--- src/icv_line_store.sv ---
`timescale 1ns / 1ps
// One line store: a single-port-per-side memory with a registered read.
// Depends on nothing but its parameters.
module icv_line_store #(
	parameter int DEPTH     = 256,
	parameter int DATA_BITS = 16,
	localparam int AW       = (DEPTH > 1) ? $clog2(DEPTH) : 1
) (
	input  logic                 clk,
	input  logic                 rd_en,
	input  logic [AW-1:0]        rd_addr,
	output logic [DATA_BITS-1:0] rd_data,
	input  logic                 wr_en,
	input  logic [AW-1:0]        wr_addr,
	input  logic [DATA_BITS-1:0] wr_data
);

	logic [DATA_BITS-1:0] mem [DEPTH];
	logic [DATA_BITS-1:0] rd_data_q;

	// A read and a write at the same address in one cycle return the old entry.
	always_ff @(posedge clk) begin
		if (rd_en) begin
			rd_data_q <= mem[rd_addr];
		end
		if (wr_en) begin
			mem[wr_addr] <= wr_data;
		end
	end

	assign rd_data = rd_data_q;

endmodule

--- config.mk ---
export PLATFORM = sky130hd
export DESIGN_NAME = icv_line_store
export DESIGN_NICKNAME = d
export VERILOG_FILES = /design/src/icv_line_store.sv
export SDC_FILE = /design/constraint.sdc
export NUM_CORES = 2
export LEC_CHECK = 0
export BUFFER_PORTS_ARGS = -buffer_cell sky130_fd_sc_hd__buf_2
export CAP_MARGIN = 15
export CORE_MARGIN = 4
export CORE_UTILIZATION = 60
export CTS_CLUSTER_SIZE = 20
export DETAILED_ROUTE_END_ITERATION = 6
export GPL_ROUTABILITY_DRIVEN = 1
export GPL_TIMING_DRIVEN = 0
export PLACE_DENSITY_LB_ADDON = 0.12
export SETUP_SLACK_MARGIN = 0.02
export SYNTH_ARGS = -nofsm -noshare
export SYNTH_HDL_FRONTEND = slang
export SYNTH_SLANG_ARGS = --single-unit
export TNS_END_PERCENT = 10
--- constraint.sdc ---
create_clock -name clk -period 3.9 [get_ports clk]
set_clock_uncertainty 0.05 [all_clocks]
set_input_delay 0.39 -clock clk [delete_from_list [all_inputs] [get_ports clk]]
set_output_delay 0.39 -clock clk [all_outputs]
set_load 0.1 [all_outputs]
---- After elaboration in Yosys (flattened, before gate mapping) ----
Memories as Yosys holds them, arrays and structs flattened. A register that Yosys moved wholly into a read port is not among the register bits.
Index checks and enable logic that the tools add are counted.
word-level totals
  flip-flop bits (word level) ............. 0
  bits in writable memories ............... 4096
  bits of input ports ..................... 35
  output and inout bits ................... 16
  word-level logic and storage cells ...... 3
  memories ................................ 1
operators by class
  muxes and demuxes ....................... 2
memory list
  memory  words  bits a word  rd ports  clocked after memory_dff  write ports  line  RTL
  mem     256    16           1         1                         1            18    logic [DATA_BITS-1:0] mem [DEPTH];
operator list
  kind              count
  2-to-1 mux 1 bit  2

---- Longest topological paths before layout ----
  depth in word-level cells ............... 2
  gate-level depth with buffers ........... 12
  mapped depth without buffers ............ 6

---- Worst setup path after synthesis ----
No wires, ideal clock.
  path type ............................... input to register
  start point ............................. input rd_addr[0]
  end point ............................... register rd_data_q[4], in the netlist rd_data[4], read port of mem (data pin)
  setup time .............................. 265 ps
  arrival ................................. 2374 ps
  required time ........................... 3585 ps
  slack ................................... 1211 ps
  stages .................................. 8
  buffers on the path ..................... 3
  cells stage by stage .................... buf_6 -> buf_6 -> buf_2 -> mux4_2 -> mux4_2 -> a22o_1 -> o32ai_2 -> nor4_2
RTL lines
  item                line  RTL
  start: declaration  11    input logic [AW-1:0] rd_addr,
  end: declaration    19    logic [DATA_BITS-1:0] rd_data_q;

==> impl_metrics.toml <==
[global_routing]
grt_max_degree = 161
grt_pass1_vias = 81484
antenna_found_initial = 37
grt.overflow.total = 0
grtUsageTotal = 0.3629
grt_pass1_wl_um = 671000

[timing]
fin_setup_tns_ps = -2455
fin_crit_ps = 4279
worst_pin_slew_ps = 1370
setup_viol = 15
relSlewSlack = 0.08698
finalCritPeriodShare = 1.097
rsz0062_at_grt = "yes"
report.final.slew_viol_count = 0
setup_ws_ps = -379.2
hold_violations = 0
max_freq_ghz = 0.2337

[critical_path]
r2r_slack_ps = 570
reg2reg_depth = 6
rr_endpoint = "rd_data[11]"
cp_max_fo = 10
required_ps = 4480
path_cells = "clkbuf_2 -> clkbuf_1 -> buf_1 -> o221ai_1 -> o22ai_1 -> a22oi_1 -> nand3_1 -> nor4_2"
crit_type = "primary input to flip-flop"
slowest_stage = "clkbuf_1"
critPathLaunchType = "primary input"
crit_path_end_kind = "flip-flop"
crit_arrival_ps = 4860
timing.rr.start = "mem[130][11]"
timing.critical_path.from = "rd_addr[4]"
max_stage_delay_ps = 1040

[floorplan]
die_x_um = 522.6
die-area_um2 = 273100
rows = 188
ios = 51
fp.dieH_um = 522.6
initial_utilization = 0.6041
core-area_um2 = 263000

[finish]
syn_to_final_growth_pct = 15.02
nNetsFinal = 8144
stdcell_count = 11983
drive_above_1_share = 0.2735
final_cell_mix = "4,112 x edfxtp_1, 797 x mux4_2, 565 x mux2i_1, 413 x clkbuf_16, 293 x clkbuf_1"
final_common_cell = "edfxtp_1"
fillerInstances = 16142

[worst_hold_path]
hold_depth = 3
holdPathEnd = "mem[52][14]"
hold_start = "wr_addr[4]"
hold_class = "primary input to flip-flop"

[yosys]
syn_area_per_cell_um2 = 21.59
synthesis.nets = 7395
synth.distinct_cells = 51
ys_ff_latch = 4112
netlist_instances = 7360
yosysWarnings = 0
yosysTopAreaCell = "edfxtp_1"
yosys-top-cells-area = "edfxtp_1 78%, mux4_2 11%, mux2i_1 3.6%"
synth-seq-area-share = 0.7772
synth_top_area_share = 0.7772
netlist_area_um2 = 158900

[power_and_ir_drop]
powerDensity_nw_per_um2 = 509.5
ir_drop_mv = 0.4347
p_leak_nw = 58.03
power_mw = 93.11

[clock_network]
postCtsSetupRepairBufs = 0
clockBufferDepth = 4
cts_buffers = 405
cts_max_level = 5
cts_tree = "built"
clk_pin_slew_ps = 60
clk_latency_ps = 970
clock_sinks = 4112
clockRootBuffer = "clkbuf_16"

[routing]
wl_per_cell_um = 41.13
drt_wl_total_um = 492900
drc_errors = 1
antenna_left = 0
routed_via_density = 7.077
drt_iter0_drc = 14434
drt-pass1-iter-count = 7
route.vias.total = 84802

[place]
dp_hpwl_um = 338100
dp_cells = 11199
gp_congestion = 0.9901
place.port_buffers = 40
place_ws_ps = -2071

[outcome]
violations = "DRC, setup timing"
status = "complete, but fails checks"

[run]
cap_violations = 0
-- worst max-delay path by stage --
stage / endpoint / slack [ps]
after floorplan: rd_data[4] / 1210
after global placement: rd_data[8] / -2430
after detailed placement: rd_data[15] / -2070
after CTS: rd_data[11] / 2
after global routing: rd_data[2] / -160
final: rd_data[2] / -380
-- registers in the layout, indices dropped and copies added, names as in the netlist --
signal and flops:
mem 4096, rd_data 16
-- stage by stage --
step	hold slack (ps)	instance area (um2)	utilization
finish	164.6	182700	0.6949
global route	179.1	182700	0.6947
CTS	91.76	182600	0.6943
detailed placement	692.8	169200	0.6434
global placement	841.6	163500	0.6216
floorplan	438.9	158900	-
-- cell usage after synthesis (all sizes together) --
| master | n |
|---|---|
| or3 | 2 |
| nand3b | 1 |
| and3 | 11 |
| mux2 | 88 |
| or2 | 5 |
| nor3b | 1 |
| clkbuf | 230 |
| nor2 | 304 |
| a2111oi | 6 |
| nor4 | 18 |
| nand2b | 3 |
| inv | 4 |
| o32ai | 21 |
| a21oi | 175 |
| o221ai | 253 |
| nand4b | 3 |
| a31oi | 6 |
| a211oi | 18 |
| nand2 | 38 |
| nand4 | 26 |
| nor2b | 9 |
| and2 | 2 |
| or4b | 1 |
| nor4bb | 2 |
| nor3 | 92 |
| edfxtp | 4112 |
| o22ai | 148 |
| or3b | 1 |
| buf | 222 |
| a221oi | 28 |
| o31ai | 16 |
| a21o | 2 |
| and4 | 2 |
| o21ai | 38 |
| a22oi | 43 |
| mux4 | 797 |
| mux2i | 565 |
| a22o | 32 |
| nand3 | 35 |
-- what timing repair did --
item / in CTS / in global routing
pin swaps: 0 / 0
endpoints found under the hold margin: 755 / 0
endpoints found under the setup margin: 16 / 13
gates resized for setup: 63 / 15
hold buffers: 17 / 0
-- cell families after synthesis --
family / Yosys count / synth area share
AO/OA/AOI/OAI: 786 / 0.03534
buffers and inverters: 456 / 0.01692
flip-flops: 4112 / 0.7772
multiplexers: 1450 / 0.1548
AND/OR/NAND/NOR: 556 / 0.01573
-- layer usage --
| layer | part of all wire | vias up | track usage |
|---|---|---|---|
| met3 | 0.15 | 1012 | 0.1285 |
| met4 | 0.053 | 12 | 0.1599 |
| met2 | 0.44 | 6242 | 0.5172 |
| li1 | - | 32911 | - |
| met5 | 0.00018 | - | 0 |
| met1 | 0.36 | 44625 | 0.5137 |
-- cell type report --
type	count	area, um2	share of cell area
Inverter	4	15.01	0.00008216
Tap cell	3515	4398	0.02407
Sequential cell	4112	123500	0.6757
Clock buffer	513	10710	0.05861
Timing Repair Buffer	345	5488	0.03003
Clock inverter	232	2266	0.01240
Buffer	449	2746	0.01503
Antenna cell	21	52.55	0.0002876
Multi-Input combinational cell	2792	33580	0.1838
-- power by group --
part	total (mW)	switching, mW	internal (mW)
logic	5.68	3.97	1.71
registers	48.8	0.0369	48.7
clock network	38.6	16.6	22.1
total	93.1	20.6	72.5
-- critical path, delay by kind of cell --
| kind | cells | cell delay, ps |
|---|---|---|
| buffers and inverters | 3 | 2480 |
| AOI/OAI and AO/OA | 3 | 1470 |
| and+or+nand+nor | 2 | 500 |
(Power assumes the default switching activity.)
