File: config.mk
export PLATFORM = sky130hd
export DESIGN_NAME = icv_cell
export DESIGN_NICKNAME = d
export VERILOG_FILES = /design/src/icv_pkg.sv /design/src/icv_cell.sv
export SDC_FILE = /design/constraint.sdc
export NUM_CORES = 1
export LEC_CHECK = 0
export ABC_AREA = 1
export BUFFER_PORTS_ARGS = -buffer_cell sky130_fd_sc_hd__buf_4
export CORE_ASPECT_RATIO = 1.5
export CORE_MARGIN = 1.5
export CORE_UTILIZATION = 35
export CTS_BUF_LIST = sky130_fd_sc_hd__clkbuf_16
export DETAILED_ROUTE_END_ITERATION = 10
export GPL_ROUTABILITY_DRIVEN = 0
export PLACE_DENSITY = 0.57
export SYNTH_ARGS = -nofsm -noshare
export SYNTH_HDL_FRONTEND = slang
export SYNTH_SLANG_ARGS = --single-unit
File: constraint.sdc
create_clock -name clk -period 4.1 [get_ports clk]
set_clock_uncertainty 0.05 [all_clocks]
set_input_delay 0.41 -clock clk [delete_from_list [all_inputs] [get_ports clk]]
set_output_delay 0.41 -clock clk [all_outputs]
set_load 0.05 [all_outputs]
File: src/icv_pkg.sv
`timescale 1ns / 1ps
// Shared types and constants for the streaming 3x3 convolution core.
// No dependencies; icv_cell, icv_out_fifo and the core import this package.
package icv_pkg;

	localparam int PIXEL_BITS     = 16;
	localparam int WEIGHT_BITS    = 5;
	localparam int TAPS           = 9;
	localparam int KERNEL_BITS    = TAPS * WEIGHT_BITS;
	localparam int WIDTH_REG_BITS = 9;
	localparam int CFG_DATA_BITS  = KERNEL_BITS;
	localparam int CFG_INDEX_BITS = 1;
	localparam int VALUE_BITS     = 24;
	localparam int COORD_BITS     = 8;
	localparam int PROD_BITS      = PIXEL_BITS + WEIGHT_BITS;
	localparam int ROW_SUM_BITS   = PROD_BITS + 2;
	localparam int TOTAL_BITS     = ROW_SUM_BITS + 2;
	localparam int MIN_WIDTH      = 3;
	localparam int FIFO_DEPTH     = 8;

	// Edge kernel -1 0 1 / -2 0 2 / -1 0 1.
	localparam logic [KERNEL_BITS-1:0]    KERNEL_RESET = 45'd1132865717279;
	localparam logic [WIDTH_REG_BITS-1:0] WIDTH_RESET  = 9'd256;

	localparam logic [CFG_INDEX_BITS-1:0] REG_KERNEL = 1'b0;
	localparam logic [CFG_INDEX_BITS-1:0] REG_WIDTH  = 1'b1;

	typedef logic signed [PIXEL_BITS-1:0]  pix_t;
	typedef logic signed [WEIGHT_BITS-1:0] weight_t;
	typedef logic signed [PROD_BITS-1:0]   prod_t;

	typedef struct packed {
		pix_t pixel;
		logic frame_start;
	} in_t;

	typedef struct packed {
		logic signed [VALUE_BITS-1:0] conv_value;
		logic [COORD_BITS-1:0]        out_row;
		logic [COORD_BITS-1:0]        out_col;
	} out_t;

endpackage

File: src/icv_cell.sv
`timescale 1ns / 1ps
// One window cell: holds a pixel, passes it to its left neighbour on a shift
// and registers its weighted product. Depends on icv_pkg.
module icv_cell
	import icv_pkg::*;
(
	input  logic    clk,
	input  logic    arst_n,
	input  logic    shift,
	input  pix_t    pix_in,
	input  weight_t weight,
	output pix_t    pix,
	output prod_t   prod
);

	pix_t  pix_q;
	prod_t prod_d;
	prod_t prod_s3;

	always_ff @(posedge clk or negedge arst_n) begin
		if (!arst_n) begin
			pix_q <= '0;
		end else if (shift) begin
			pix_q <= pix_in;
		end
	end

	assign prod_d = $signed(PROD_BITS'(pix_q)) * $signed(PROD_BITS'(weight));

	always_ff @(posedge clk) begin
		prod_s3 <= prod_d;
	end

	assign pix  = pix_q;
	assign prod = prod_s3;

endmodule

=== Yosys cells after proc, flatten, opt, wreduce, memory -nomap -nowiden ===
Cells that the tools add are included.

* Input port bits: 24
* Logic and storage cells: 3
* Register bits after elaboration: 37

* $mul: 1

{| class="wikitable"
|+ Operators by type and width
! cell !! count
|-
| $mul A16 B5 Y21 || 1
|}

=== Logic depth before layout (Yosys ltp) ===
* Depth in word-level cells: 1
* Gate-level depth with buffers: 20

=== Worst setup path before layout ===
OpenSTA, ideal clock, no wires.

* Path kind: in2reg
* Start point: in weight[4]
* End point: reg prod_s3[19], in the netlist prod[19]
* Required time: 3.938 ns
* Path buffers: 1
* Stages: 17
* Library setup time: 0.112 ns
* Arrival time: 3.560 ns
* Path slack: 0.378 ns
* Cell sequence: inv_1 buf_1 nor2_1 fa_1 fa_1 inv_1 fa_1 inv_1 ha_1 a21oi_1 o21ai_2 nand2_1 nand2_2 nand2_1 nand2_1 nand2_1 nand2_1

* Longest elaborated chain between the ends: 1

{| class="wikitable"
|+ Ends and longest elaborated chain
! what !! line !! text
|-
| from (decl) || icv_cell.sv:11 || <nowiki>input weight_t weight,</nowiki>
|-
| $mul A16 B5 Y21 || icv_cell.sv:28 || <nowiki>assign prod_d = $signed(PROD_BITS'(pix_q)) * $signed(PROD_BITS'(weight));</nowiki>
|-
| via prod_d[19] || icv_cell.sv:17 || <nowiki>prod_t prod_d;</nowiki>
|-
| to (signal assigned) || icv_cell.sv:31 || <nowiki>prod_s3 <= prod_d;</nowiki>
|-
| to (decl) || icv_cell.sv:18 || <nowiki>prod_t prod_s3;</nowiki>
|}

The timed path passes the listed nets, and every way through them passes these cells.
A chain may end at the register's enable or synchronous reset.

=== Worst setup path in the final report ===
* Start point: in weight[4]
* End point: reg prod_s3[16], in the netlist prod[16]

The elaborated chain is that of the path after synthesis.

==> results.txt <==
Slew Viols, Final: 0
Synth top area share: 24.3%
Hold Path Depth: 3
max-cap violation count: 0
Primary FF master, synth: dfxtp_1
final wirelength: 8780 um
top-count cell post-synth: inv_1
pwr dens: 622 mW/mm2
RR Startpoint: pix[5]
Tcrit/Tclk final: 92.4%
number of synthesized flops with an enable pin: 0
Post-CTS Setup Inserts: 0
initial core utilization: 36.0%
fillers: 1161
CP max stage delay: 0.54 ns
Synth area leader: fa_1
total number of vias: 3314
critical path fanouts, max: 13
die height: 136 um
clock latency at the later pin of the worst-skew pair: 0.29 ns
row cnt: 48
initial antenna violation count: 0
Leak: 3.01 nW
Seq/Total Area, Yosys: 19.9%
antenna cells: 0
total gr overflow: 0
largest net degree at the start of global routing: 18
CP Cell Sequence: buf_4 -> inv_1 -> nor2_1 -> fa_1 -> fa_1 -> inv_1 -> fa_1 -> inv_1 -> ha_1 -> nand2_1 -> nor2_1 -> nand3_1 -> nand3_2 -> nand2_1 -> nand3_1 -> nand2_1
Post-synth top cells: 167 x inv_1, 134 x nand2_1, 50 x fa_1
# clock sinks: 37
Area after DPL: 0.00473 mm2
Crit path max-delay family: adder cells
antenna viol nets, final: 0
max_slew headroom: 68.3%
WS Path Type: input pin to register
worst-margin pin slew: 0.476 ns
worst r2r path cells: 14
layout cell share with drive strength beyond 1: 14.3%
final instance area: 0.00490 mm2
die area: 0.0125 mm2
Post-synth ARST share: 43.2%
1st-iter DRT viols: 74
WP buf/inv: 4
wire length of the first global-routing pass: 15900 um
synthesized net count: 654
Cells after Synth: 543
core area: 0.0115 mm2
status: finished, final reports clean
RSZ-0062 raised after global routing: false
H-tree level count: 2
DR pass1 iterations: 4
Worst Hold Launch: pix_in[0]
required time of the critical path: 4.23 ns
Worst setup EP type: register
hold crit path type: input pin to register
wire length per cell: 11.7 um
vias in the first global route: 3632
Tot Pwr: 3.05 mW
slowest cell on the critical path: fa_1
CTS tree: yes
DR DRC count: 0
CTS resizes: 0
Yosys Warn Count: 0
GRT Overall Usage: 15.8%
Cell variety after synth: 24
clock slew at reported path FFs: 0.06 ns
Max Buffers Root-to-Sink: 2
Final nets: 712
Hold EP: pix[0]
Buffers on Ports: 60
synth top area cells: fa_1 24%, inv_1 15%, nand2_1 12%, ha_1 11%, dfxtp_1 10%
FMAX: 0.264 GHz
Tmin final: 3.79 ns
syn avg cell area: 7.60 um2
root buffer cell: clkbuf_16
crit path launch type: input pin
Synth Register Bits: 37
Hold WS: 0.286 ns
synthesized area: 0.00413 mm2
Critical Path AT: 3.92 ns
VDD IR max: 0.224 mV
via/cell ratio: 4.41
Final setup viols: 0
Worst R2R End: prod[16]
Hold Fails Final Rpt: 0
Chip Width: 91.6 um
number of I/O pins: 61
Post-Route Setup TNS: 0 ns
TritonCTS buffer count: 5
area growth from synthesis to layout: 18.9%
R2R Setup Slk: 0.42 ns
Final HPWL DP: 7330 um
-- registers in the layout, summed over array words and instances, names as in the netlist --
name	count
prod	21
pix	16
-- metrics by stage --
| step | utilization (%) | setup slack, ns | instances |
|---|---|---|---|
| final | 42.7 | 0.310 | 752 |
| after global routing | 42.7 | 0.114 | 752 |
| after CTS | 42.7 | 0.344 | 752 |
| after detailed placement | 41.2 | 0.0450 | 743 |
| after global placement | 41.2 | 0.0729 | 743 |
| after floorplan | - | 0.378 | 543 |
-- area by class of cell --
class                      count  area, um2  share of cell area, %
clock buffer                   5        125                   2.55
clock inverter                 3       41.3                  0.842
inverter                     167        627                   12.8
multi-input combinational    328       2630                   53.7
sequential                    37        821                   16.7
tap                          150        188                   3.83
timing repair buffer          62        468                   9.54
-- metal layers --
layer	vias up	global-route usage [%]	share of wire, %
met3	13	2.52	3.4
met1	1563	17.2	42
met5	-	0	0
li1	1675	-	-
met4	0	6.86	3.0
met2	63	29.9	52
-- cells by family after synthesis --
family | count (synthesis) | synth area share (%)
XOR/XNOR | 14 | 2.97
flip-flops | 37 | 19.9
AND/OR/NAND/NOR | 183 | 17.5
buffers and inverters | 178 | 16.3
AO/OA/AOI/OAI | 29 | 3.79
multiplexers | 15 | 4.09
adder cells (fa/ha/maj) | 87 | 35.5
-- worst register-to-register path, cell delays in order, from the launching register on --
cell     delay (ns)
dfrtp_1        0.49
nor2_1         0.12
fa_1           0.52
fa_1           0.54
inv_1          0.05
fa_1           0.54
inv_1          0.05
ha_1           0.35
nand2_1        0.13
nor2_1         0.18
nand3_1        0.18
nand3_2        0.15
nand2_1        0.07
nand3_1        0.08
nand2_1        0.06
-- worst max path at each step --
stage	start	endpoint	slack [ns]	cells past startpoint
final	weight[4]	prod[16]	0.31	16
after detailed placement	weight[4]	prod[20]	0.04	16
after floorplan	weight[4]	prod[19]	0.38	17
after CTS	weight[4]	prod[20]	0.34	16
after global routing	weight[4]	prod[17]	0.11	15
after global placement	weight[4]	prod[20]	0.07	16
-- cell usage in the layout (no fill, tap or decap) --
| cell type | n |
|---|---|
| inv_1 | 167 |
| nand2_1 | 134 |
| buf_4 | 61 |
| fa_1 | 50 |
| ha_1 | 37 |
| nor2_1 | 30 |
| dfxtp_1 | 21 |
| a21oi_1 | 17 |
| dfrtp_1 | 16 |
| mux2_2 | 15 |
| nand3_1 | 12 |
| o21ai_0 | 8 |
| xor2_1 | 8 |
| xnor2_1 | 6 |
| clkbuf_16 | 5 |
| and2_1 | 2 |
| nor3_1 | 2 |
| o21bai_1 | 2 |
| nand3_2 | 1 |
| o21ai_2 | 1 |
| a21o_1 | 1 |
| nand2_2 | 1 |
| nand3b_1 | 1 |
| bufinv_16 | 1 |
| clkinvlp_4 | 1 |
| clkinv_1 | 1 |
| dlygate4sd3_1 | 1 |
-- power by group --
part           leakage [nW]  switching (mW)  internal (mW)
Sequential            0.365          0.0574          0.492
Clock                0.0775           0.163          0.285
Combinational          2.57            1.34          0.708
-- repair_timing --
item / 4_1_cts / 5_1_grt
setup endpoints to repair: 0 / 0
endpoints found under the hold margin: 16 / 0
hold buffers: 1 / 0
No activity file was read; power rests on OpenSTA's default activity.
