**src/icv_pkg.sv**
```systemverilog
`timescale 1ns / 1ps
// Shared types and constants for the streaming 3x3 convolution core.
// No dependencies; icv_cell, icv_out_fifo and the core import this package.
package icv_pkg;

	localparam int PIXEL_BITS     = 16;
	localparam int WEIGHT_BITS    = 5;
	localparam int TAPS           = 9;
	localparam int KERNEL_BITS    = TAPS * WEIGHT_BITS;
	localparam int WIDTH_REG_BITS = 9;
	localparam int CFG_DATA_BITS  = KERNEL_BITS;
	localparam int CFG_INDEX_BITS = 1;
	localparam int VALUE_BITS     = 24;
	localparam int COORD_BITS     = 8;
	localparam int PROD_BITS      = PIXEL_BITS + WEIGHT_BITS;
	localparam int ROW_SUM_BITS   = PROD_BITS + 2;
	localparam int TOTAL_BITS     = ROW_SUM_BITS + 2;
	localparam int MIN_WIDTH      = 3;
	localparam int FIFO_DEPTH     = 8;

	// Edge kernel -1 0 1 / -2 0 2 / -1 0 1.
	localparam logic [KERNEL_BITS-1:0]    KERNEL_RESET = 45'd1132865717279;
	localparam logic [WIDTH_REG_BITS-1:0] WIDTH_RESET  = 9'd256;

	localparam logic [CFG_INDEX_BITS-1:0] REG_KERNEL = 1'b0;
	localparam logic [CFG_INDEX_BITS-1:0] REG_WIDTH  = 1'b1;

	typedef logic signed [PIXEL_BITS-1:0]  pix_t;
	typedef logic signed [WEIGHT_BITS-1:0] weight_t;
	typedef logic signed [PROD_BITS-1:0]   prod_t;

	typedef struct packed {
		pix_t pixel;
		logic frame_start;
	} in_t;

	typedef struct packed {
		logic signed [VALUE_BITS-1:0] conv_value;
		logic [COORD_BITS-1:0]        out_row;
		logic [COORD_BITS-1:0]        out_col;
	} out_t;

endpackage

```
**src/icv_out_fifo.sv**
```systemverilog
`timescale 1ns / 1ps
// Small result queue between the adder pipeline and the output channel.
// Depends on icv_pkg for the result type and the depth.
module icv_out_fifo
	import icv_pkg::*;
#(
	localparam int PW = $clog2(FIFO_DEPTH),
	localparam int CW = $clog2(FIFO_DEPTH + 1)
) (
	input  logic          clk,
	input  logic          arst_n,
	input  logic          push,
	input  out_t          push_data,
	output logic          out_valid,
	input  logic          out_ready,
	output out_t          out_data,
	output logic [CW-1:0] level
);

	out_t          mem [FIFO_DEPTH];
	logic [PW-1:0] wr_ptr_q;
	logic [PW-1:0] rd_ptr_q;
	logic [CW-1:0] count_q;
	logic          pop;

	assign out_valid = (count_q != '0);
	assign pop       = out_valid && out_ready;
	assign out_data  = mem[rd_ptr_q];
	assign level     = count_q;

	always_ff @(posedge clk or negedge arst_n) begin
		if (!arst_n) begin
			wr_ptr_q <= '0;
			rd_ptr_q <= '0;
			count_q  <= '0;
		end else begin
			if (push) begin
				wr_ptr_q <= wr_ptr_q + PW'(1);
			end
			if (pop) begin
				rd_ptr_q <= rd_ptr_q + PW'(1);
			end
			if (push && !pop) begin
				count_q <= count_q + CW'(1);
			end else if (pop && !push) begin
				count_q <= count_q - CW'(1);
			end
		end
	end

	always_ff @(posedge clk) begin
		if (push) begin
			mem[wr_ptr_q] <= push_data;
		end
	end

endmodule

```
**config.mk**
```make
export PLATFORM = sky130hd
export DESIGN_NAME = icv_out_fifo
export DESIGN_NICKNAME = d
export VERILOG_FILES = /design/src/icv_pkg.sv /design/src/icv_out_fifo.sv
export SDC_FILE = /design/constraint.sdc
export NUM_CORES = 1
export LEC_CHECK = 0
export ABC_AREA = 0
export BUFFER_PORTS_ARGS = -buffer_cell sky130_fd_sc_hd__buf_2
export CORE_MARGIN = 4
export CORE_UTILIZATION = 40
export DETAILED_ROUTE_END_ITERATION = 6
export RECOVER_POWER = 25
export SETUP_SLACK_MARGIN = 0.02
export SKIP_LAST_GASP = 1
export SLEW_MARGIN = 20
export SYNTH_ARGS = -nofsm -noshare
export SYNTH_HDL_FRONTEND = slang
export SYNTH_SLANG_ARGS = --single-unit
```
**constraint.sdc**
```tcl
create_clock -name clk -period 5.33 [get_ports clk]
set_clock_uncertainty 0.05 [all_clocks]
set_input_delay 0.7995 -clock clk [delete_from_list [all_inputs] [get_ports clk]]
set_output_delay 0.7995 -clock clk [all_outputs]
set_load 0.05 [all_outputs]
```
Yosys cells after proc, flatten, opt, wreduce, memory -nomap -nowiden
Memories as Yosys holds them, arrays and structs flattened.
Index checks and enable logic that the tools add are counted.
{"block": "classes", "n_addsub": 4, "n_reduce_logical": 7, "mux": 4}
{"op": "2-to-1 mux 4 bit", "count": 2}
{"op": "adder 3 x 1 -> 3 bit, second input constant", "count": 2}
{"op": "adder 4 x 1 -> 4 bit, second input constant", "count": 1}
{"op": "nonzero test 4 bit", "count": 1}
{"op": "subtractor 4 x 1 -> 4 bit, second input constant", "count": 1}
{"op": "logical AND 1 bit", "count": 3}
{"op": "logical NOT 1 bit", "count": 2}
{"op": "2-to-1 mux 1 bit", "count": 2}
{"op": "nonzero test 2 bit", "count": 1}
{"block": "word_totals", "output_inout_bits": 45, "ff_bits": 10, "ramBits": 320, "n_memories": 1, "input_bits": 44}
{"memory": "mem", "words": 8, "word_bits": 40, "read_ports": 1, "rd_clocked_by_memory_dff": 0, "wr": 1, "line": "icv_out_fifo.sv:20", "rtl": "out_t mem [FIFO_DEPTH];"}

Depth between registers and ports, before layout
{"block": "logic_depth", "depth_word": 5, "ltp_mapped": 8}

Worst setup path before layout
Ideal clock, no wire load.
{"block": "synth_path", "kind": "input port to flip-flop", "start": "input port push", "end": "memory mem[0][0] (netlist name), enable pin", "path_buffers": 0, "path_slack_ps": 1157, "required_time_ps": 4793, "arrival_ps": 3636, "cell_stages": 2, "cell_sequence": "nand2b_1 > nor3_1"}
{"block": "synth_between", "elab_chain_cells": 2}
{"item": "start, declared", "line": "icv_out_fifo.sv:12", "rtl": "input logic push,"}
{"item": "2-to-1 mux 1 bit", "line": "icv_out_fifo.sv:52", "rtl": "if (push) begin"}
{"item": "2-to-1 mux 1 bit (implied by the code)", "line": "icv_out_fifo.sv:53", "rtl": "mem[wr_ptr_q] <= push_data;"}
{"item": "end, declared", "line": "icv_out_fifo.sv:20"}
No other way between the ends.

==> impl_metrics.tcl <==
set metrics [dict create \
    ant_nets 0 \
    switching_share 0.358 \
    r2r-start "level[0]" \
    grt_max_degree 83 \
    clockRootBuffer "clkbuf_16" \
    vias_per_cell 5.33 \
    synthTopCellsByArea "edfxtp_1 (74%), mux4_1 (16%), mux2_2 (3.7%)" \
    grt_pass1_vias 6219 \
    syn_area_sq_mm 0.0129 \
    crit_chain "buf_4, mux4_1, mux2_2, buf_2" \
    drive_gt1_frac 0.259 \
    dieArea_sq_mm 0.0352 \
    p_int_mw 5.63 \
    cp-startpoint "rd_ptr_q[0]" \
    hpwl_microns 13800 \
    wl_microns 25100 \
    diodes 0 \
    totalPowerFinal_mw 8.77 \
    nFillCells 2634 \
    clk_pin_slew_ns 0.06 \
    cp_slowest_cell "dfrtp_4" \
    end_kind "output pin" \
    grt_pass1_wl_microns 38000 \
    synth_top_cells_by_count "edfxtp_1 (320), mux4_1 (79), mux2_2 (43)" \
    yosysTopAreaCell "edfxtp_1" \
    switchingPower_mw 3.14 \
    core_area_sq_mm 0.0317 \
    antenna_found_initial 2 \
    cap_violations 0 \
    async_reset_ff_frac 0.0303 \
    synthFlopType "edfxtp_1" \
    clock_power_share 0.250 \
    period_needed_ns 3.93 \
    clock_latency_ns 0.50 \
    leakagePower_nw 5.00 \
    numClockSinks 330 \
    power_frac_seq 0.404 \
    dr.pass1.iters 4 \
    setup_viol 0 \
    fp-row-count 65 \
    tightest_slew_ns 0.953 \
    avgSynthCellArea_sq_um 24.7 \
    overflow 0 \
    post_cts_resized 0 \
    die_w_microns 188 \
    slew_headroom 0.365 \
    worst_r2r_path_depth 8 \
    synth_warnings 0 \
    path_buf_inv 2 \
    arrival_ns 3.08 \
    cp.depth 4 \
    ctsHoldBuffers 0 \
    cp-endpoint "out_data[2]" \
    htreeDepth 2 \
    postCtsSetupBuffers 0 \
    power_density_mw_per_mm2 589 \
    synth_most_common_cell "edfxtp_1" \
    ir_drop_v 0.000437 \
    place.gp.congestion 0.686 \
    path_max_fanout 54 \
    status "completed" \
    clock_path_buffers 3 \
    cp-start-kind "flop" \
    fp.dieH_microns 188 \
    combPwrFrac 0.346 \
    slew_viol_final 0 \
    min_period_over_period 0.737 \
    wl_per_cell_microns 23.5 \
    seq_area_frac_synth 0.763 \
    path_class "reg -> out" \
    syn_to_final_growth_pct 15.3 \
    worstPathRequired_ns 4.48 \
    synth_fp_nets 572 \
    rr_endpoint "level[3]" \
    grt_usage 0.142 \
    io_pins 89 \
    max_stage_delay_ns 1.06 \
    synth_top_area_frac 0.744 \
    hold_path.class "in -> async" \
    cts_buffers 35 \
    cts_tree "yes" \
    initial_core_util 0.407 \
    rsz0062_at_grt "false" \
    ys_seq_elements 330 \
    synth_cells 522 \
    cpLargestDelayFamily "flip-flops" \
    vias 5678 \
    regToRegSetupSlack_ns 2.45 \
    drc_errors 0 \
    ys_types 27 \
    io_buffers 88 \
    dr.first_iter.drc_count 272 \
    synth-edff-count 320 \
    tns_ns 0 \
    fmax_mhz 255 \
    hold_viol 0 \
    finalNetCount 687 \
]
## stage by stage
stage / cells / area, sq um / setup slack (ns) / util / hold WS, ns
2_1_floorplan: 522 / 12900 / 1.16 / - / 0.454
3_3_place_gp: 1001 / 13900 / 1.92 / 0.437 / 0.471
3_5_place_dp: 1001 / 13900 / 1.89 / 0.437 / 0.490
4_1_cts: 1064 / 14900 / 1.34 / 0.470 / 0.0862
5_1_grt: 1065 / 14900 / 1.26 / 0.469 / 0.227
6_report: 1065 / 14900 / 1.40 / 0.469 / 0.198
## cell type report
type | count | area [sq um] | share of cell area
Sequential cell | 330 | 9870 | 0.663
Timing Repair Buffer | 102 | 532 | 0.0357
Clock inverter | 20 | 128 | 0.00857
Tap cell | 402 | 503 | 0.0338
Clock buffer | 43 | 906 | 0.0609
Multi-Input combinational cell | 167 | 2950 | 0.198
Inverter | 1 | 3.75 | 0.000252
## cells in the final DEF, fill, tap and decap left out, drive strengths merged
cell type and n:
mux2 43, or4 2, clkbuf 70, xor2 1
ha 5, bufinv 1, o21ai 1, nand2b 3
clkinv 16, buf 75, o211ai 2, fa 1
mux2i 1, nor2 6, nand3 3, nor3 3
a21oi 2, or3 1, inv 4, edfxtp 320
nand3b 1, dfrtp 10, mux4 80, xnor2 5
a2111o 1, nand2 6
## state kept, by name, indices dropped and copies added, names as in the netlist
signal and flops:
mem 320, level 4, rd_ptr_q 3, wr_ptr_q 3
## metal layers
metal | track usage | wire length (microns) | vias up
li1 | - | - | 2529
met3 | 0.0335 | 1240 | 42
met2 | 0.247 | 13000 | 126
met1 | 0.182 | 10400 | 2977
met4 | 0.0364 | 467 | 4
met5 | 0 | 27 | -
## power by group through the flow
stage,sequential [mW],clock [mW],combinational [mW]
2_1_floorplan,3.46,0,2.46
3_3_place_gp,3.66,0,2.99
3_5_place_dp,3.69,0,3.01
4_1_cts,3.63,2.26,3.02
5_1_grt,3.59,2.38,3.22
6_report,3.54,2.19,3.04
## worst min path at each step
| stage | end | cells after the start |
|---|---|---|
| 2_1_floorplan | level[0] | 0 |
| 3_3_place_gp | level[2] | 2 |
| 3_5_place_dp | level[2] | 2 |
| 4_1_cts | level[2] | 1 |
| 5_1_grt | level[2] | 1 |
| 6_report | level[2] | 1 |
## logic make-up (layout without fill, tap and decap cells)
group,after synthesis,in the layout,share of synthesized area
simple gates,25,25,0.00949
buf+inv,25,166,0.0126
compound gates,6,6,0.00320
xor+xnor,6,6,0.00407
fa+ha+maj,6,6,0.00639
mux,124,124,0.201
flops,330,330,0.763
No activity file was read; power rests on OpenSTA's default activity.
